File: src/rtl/mbet_pkg.sv
// Package for the Mandelbrot escape-time block.
// Holds the fixed field widths, the multiplier select codes and the
// command and status structs shared by the controller and the datapath.
package mbet_pkg;

  localparam int unsigned DATA_W = 32;
  localparam int unsigned PROD_W = 64;
  localparam int unsigned CNT_W  = 16;
  localparam int unsigned MAG_W  = 36;

  localparam logic [CNT_W-1:0] MAX_ITER_RESET = 16'd256;

  typedef enum logic [1:0] {
    MUL_RR,
    MUL_II,
    MUL_RI
  } mul_sel_e;

  typedef struct packed {
    logic     load;
    logic     update;
    logic     mul_en;
    mul_sel_e mul_sel;
    logic     check;
    logic     capture;
  } cmd_t;

  typedef struct packed {
    logic escape;
    logic last;
  } sts_t;

  function automatic logic signed [DATA_W-1:0] sat32(input logic signed [PROD_W-1:0] v);
    logic signed [DATA_W-1:0] r;
    if (v[PROD_W-1:DATA_W-1] == {(PROD_W-DATA_W+1){v[PROD_W-1]}}) begin
      r = v[DATA_W-1:0];
    end else if (v[PROD_W-1]) begin
      r = {1'b1, {(DATA_W-1){1'b0}}};
    end else begin
      r = {1'b0, {(DATA_W-1){1'b1}}};
    end
    return r;
  endfunction

endpackage

File: src/rtl/mbet_ctrl.sv
// Controller of the Mandelbrot escape-time block: sequences load, update,
// the three multiplies and the escape check, and owns the output valid.
// Depends on mbet_pkg.
module mbet_ctrl import mbet_pkg::*; (
  input  logic clk_i,
  input  logic rst_ni,
  input  logic in_valid_i,
  output logic in_stall_o,
  output logic out_valid_o,
  input  logic out_stall_i,
  input  sts_t sts_i,
  output cmd_t cmd_o
);

  localparam logic [2:0] ST_IDLE   = 3'd0;
  localparam logic [2:0] ST_UPDATE = 3'd1;
  localparam logic [2:0] ST_SQ_RE  = 3'd2;
  localparam logic [2:0] ST_SQ_IM  = 3'd3;
  localparam logic [2:0] ST_CHECK  = 3'd4;
  localparam logic [2:0] ST_FINISH = 3'd5;

  logic [2:0] state_q, state_d;
  logic       out_valid_q, out_valid_d;
  logic       can_capture;

  assign can_capture = !out_valid_q || !out_stall_i;
  assign in_stall_o  = (state_q != ST_IDLE);
  assign out_valid_o = out_valid_q;

  always_comb begin
    state_d = state_q;
    cmd_o   = '{load: 1'b0, update: 1'b0, mul_en: 1'b0, mul_sel: MUL_RR,
                check: 1'b0, capture: 1'b0};
    unique case (state_q)
      ST_IDLE: begin
        if (in_valid_i) begin
          cmd_o.load = 1'b1;
          state_d    = ST_UPDATE;
        end
      end
      ST_UPDATE: begin
        cmd_o.update = 1'b1;
        state_d      = ST_SQ_RE;
      end
      ST_SQ_RE: begin
        cmd_o.mul_en  = 1'b1;
        cmd_o.mul_sel = MUL_RR;
        state_d       = ST_SQ_IM;
      end
      ST_SQ_IM: begin
        cmd_o.mul_en  = 1'b1;
        cmd_o.mul_sel = MUL_II;
        state_d       = ST_CHECK;
      end
      ST_CHECK: begin
        cmd_o.mul_en  = 1'b1;
        cmd_o.mul_sel = MUL_RI;
        cmd_o.check   = 1'b1;
        state_d       = (sts_i.escape || sts_i.last) ? ST_FINISH : ST_UPDATE;
      end
      ST_FINISH: begin
        if (can_capture) begin
          cmd_o.capture = 1'b1;
          state_d       = ST_IDLE;
        end
      end
      default: begin
        state_d = ST_IDLE;
      end
    endcase
  end

  always_comb begin
    out_valid_d = out_valid_q;
    if (cmd_o.capture) begin
      out_valid_d = 1'b1;
    end else if (out_valid_q && !out_stall_i) begin
      out_valid_d = 1'b0;
    end
  end

  always_ff @(posedge clk_i or negedge rst_ni) begin
    if (!rst_ni) begin
      state_q     <= ST_IDLE;
      out_valid_q <= 1'b0;
    end else begin
      state_q     <= state_d;
      out_valid_q <= out_valid_d;
    end
  end

  a_capture_no_overwrite: assert property (@(posedge clk_i) disable iff (!rst_ni)
    cmd_o.capture |-> !(out_valid_q && out_stall_i))
    else $error("result captured over a stalled result");

  a_valid_from_finish: assert property (@(posedge clk_i) disable iff (!rst_ni)
    $rose(out_valid_q) |-> $past(state_q) == ST_FINISH)
    else $error("output valid raised outside finish");

  a_check_exit: assert property (@(posedge clk_i) disable iff (!rst_ni)
    state_q == ST_CHECK |=> state_q == ST_UPDATE || state_q == ST_FINISH)
    else $error("bad exit from escape check");

  a_load_only_idle: assert property (@(posedge clk_i) disable iff (!rst_ni)
    cmd_o.load |=> state_q == ST_UPDATE)
    else $error("load did not start an iteration");

endmodule

File: config.mk
export PLATFORM = sky130hd
export DESIGN_NAME = mbet_ctrl
export DESIGN_NICKNAME = d
export VERILOG_FILES = /design/src/rtl/mbet_pkg.sv /design/src/rtl/mbet_ctrl.sv
export SDC_FILE = /design/constraint.sdc
export NUM_CORES = 1
export LEC_CHECK = 0
export ABC_AREA = 0
export BUFFER_PORTS_ARGS = -buffer_cell sky130_fd_sc_hd__buf_4
export CORE_AREA = 3 3 40 42
export CTS_BUF_LIST = sky130_fd_sc_hd__clkbuf_16
export DETAILED_ROUTE_END_ITERATION = 7
export DIE_AREA = 0 0 43 45
export PLACE_DENSITY = 0.47
export SYNTH_ARGS = -nofsm -noshare
export SYNTH_HDL_FRONTEND = slang
export SYNTH_SLANG_ARGS = --single-unit
File: constraint.sdc
create_clock -name clk_i -period 1.6 [get_ports clk_i]
set_clock_uncertainty 0.2 [all_clocks]
set_input_delay 0.16 -clock clk_i [delete_from_list [all_inputs] [get_ports clk_i]]
set_output_delay 0.16 -clock clk_i [all_outputs]
set_load 0.005 [all_outputs]
==> flow_metrics.py <==
metrics = {
    "die": {
        "dieArea_um2": 1940,
        "fp.dieW_um": 43,
        "initial_core_util_pct": 21.3,
        "num_rows": 13,
        "die_y_um": 45,
        "core_um2": 1280,
        "io_pins": 15,
    },
    "yosys": {
        "ys_warn_count": 0,
        "synth_area_um2": 274,
        "synth.largest_area_cell": "dfrtp_1",
        "syn_inst": 30,
        "yosysUniqueCellTypes": 18,
        "syn_avg_cell_area_um2": 9.13,
        "synth.top_cell.area_share_pct": 36.5,
        "seq_area_frac_synth_pct": 36.5,
        "synthTopCellsByCount": "dfrtp_1, nor2_1, nand2_1",
        "synth_edf_count": 0,
        "async_reset_ff_share_pct": 100,
        "synth_area_leaders": "dfrtp_1, buf_6, buf_4",
        "synth_ff_type": "dfrtp_1",
        "synthesis.nets": 36,
        "synth-seq-cells": 4,
    },
    "outcome": {
        "status": "complete, but fails checks",
        "violations": "negative hold slack",
    },
    "place": {
        "dp_hpwl_um": 457,
        "place_ws_ns": 0.209,
        "place_area_um2": 375,
        "gp_congestion": 0.703,
        "io_buffers": 14,
    },
    "finish": {
        "fillers": 138,
        "drive_gt1_share_pct": 55.3,
        "area_growth_pct": 71.7,
        "design_area_um2": 470,
        "diodes": 0,
        "fin_nets": 55,
    },
    "power_and_ir_drop": {
        "powerDensity_nw_per_um2": 2220,
        "p_total_uw": 1040,
        "ir_drop_uv": 986,
        "p_leak_uw": 0.000235,
    },
    "clocking": {
        "cts_buffers": 3,
        "clock_latency_ns": 0.22,
        "cts_tree": "yes",
        "cts_root_buf": "clkbuf_16",
        "path_clk_slew_ns": 0.03,
        "cts.sink_count": 4,
        "clockBufferDepth": 2,
        "h-tree-depth": 1,
    },
    "worst_setup_path": {
        "worstPathArrival_ns": 1.20,
        "cp_data_required_time_ns": 1.24,
        "critical_path_class": "reg2out",
        "critPathLaunch": "state_q[2]",
        "reg2reg_from": "state_q[0]",
        "startpoint_type": "register",
        "end_kind": "output pin",
        "worstPathMaxFanout": 5,
    },
    "timing": {
        "slew_headroom_pct": 88.4,
        "hold_ws_ns": -0.00185,
        "setup_tns_ns": 0,
        "fin_ws_ns": 0.0446,
        "worst_pin_slew_ns": 0.173,
        "hold_viol": 1,
        "grt_setup_unrepaired": "no",
        "report.final.slew_viol_count": 0,
        "finalSetupViolations": 0,
        "min_period_ns": 1.56,
        "finalCritPeriodShare_pct": 97.2,
        "fmax_mhz": 643,
    },
    "routing": {
        "first_pass_iters": 3,
        "ant_nets": 0,
        "wl_per_cell_um": 9.39,
        "drtIter0Drc": 1,
        "avgViaCountPerCell": 4.23,
        "routed_wl_um": 582,
        "drcViolationCount": 0,
        "dr_total_vias": 262,
    },
    "global_routing": {
        "grt_max_degree": 11,
        "grt_antenna_before_repair": 0,
        "grt_pass1_vias": 272,
        "grt_pass1_wl_um": 1020,
        "overflow": 0,
        "grt_usage_pct": 7.19,
    },
    "min_path": {
        "worstHoldStart": "out_stall_i",
        "min_path_type": "in2reg",
    },
    "job": {
        "drv_cap": 0,
    },
}
==> cell families after synthesis <==
| family | Yosys count | share of synthesized area (%) |
|---|---|---|
| XOR/XNOR | 1 | 3.20 |
| AND/OR/NAND/NOR | 14 | 31.5 |
| AO/OA/AOI/OAI | 6 | 13.7 |
| flip-flops | 4 | 36.5 |
| buffers and inverters | 5 | 15.1 |
==> placed cells by master (no fill, tap or decap) <==
| cell type | netlist | final |
|---|---|---|
| buf_4 | 2 | 17 |
| nor2_1 | 4 | 4 |
| nand2_1 | 3 | 3 |
| clkbuf_16 | 0 | 3 |
| o21ai_0 | 2 | 2 |
| a21oi_1 | 2 | 2 |
| dfrtp_1 | 4 | 2 |
| dfrtp_2 | 0 | 2 |
| nand2b_4 | 1 | 1 |
| nor3b_1 | 1 | 1 |
| or3_4 | 1 | 1 |
| or2b_2 | 1 | 1 |
| nand3b_1 | 1 | 1 |
| inv_1 | 1 | 1 |
| nor2_2 | 1 | 1 |
| o31a_1 | 1 | 1 |
| xnor2_1 | 1 | 1 |
| nor3_1 | 1 | 1 |
| a211o_1 | 1 | 1 |
| dlygate4sd3_1 | 0 | 1 |
==> layer usage <==
metal	vias to the layer above	global-route usage (%)	routed length [um]
met3	3	2.39	50
met1	117	8.29	229
met5	-	0	0
met4	0	5.42	16
met2	9	11.1	285
li1	133	-	-
==> flip-flops by register name, indices dropped and copies added (netlist names) <==
| signal | count |
|---|---|
| state_q | 3 |
| out_valid_o | 1 |
==> final cells by class <==
cell class              count  area, um^2  share of cell area (%)
flip-flops and latches      4         103                    21.8
well taps                  15        18.8                    3.99
repair buffers             18         138                    29.3
clock buffers               3        75.1                    16.0
inverters                   1        3.75                   0.798
multi-input cells          21         133                    28.2
==> path summary, 6_finish.rpt <==
check	slack, ns	endpoint	cells past startpoint
max reg2reg	0.36	state_q[2]	4
min in group asynchronous	0.07	state_q[0]	2
max	0.04	cmd_o[6]	3
max in group asynchronous	1.02	state_q[1]	2
min	-0.002	out_valid_o	3
min reg2reg	0.34	out_valid_o	2
==> per-stage QoR <==
step,utilization (%),std cells
global placement,29.2,57
CTS,36.5,62
detailed placement,29.2,57
finish,36.6,62
floorplan,-,30
global route,36.6,62
==> timing repair <==
item / 4_1_cts / 5_1_grt
hold buffers: 1 / 0
buffers inserted: 1 / 0
pin swaps: 0 / 1
resized for setup: 1 / 1
setup endpoints to repair: 1 / 2
gates cloned: 0 / 0
endpoints found under the hold margin: 4 / 0
==> worst max-delay path, stage by stage, from the launching register on <==
cell and delay [ns]:
dfrtp_2 0.41, or3_4 0.38, nor2_2 0.08, buf_4 0.10
==> power by group <==
part,leakage (uW),internal [uW],switching (uW)
sequential,0.0000493,151,49.5
combinational,0.000149,279,181
clock,0.0000370,319,63.3
No activity file was read; power rests on OpenSTA's default activity.
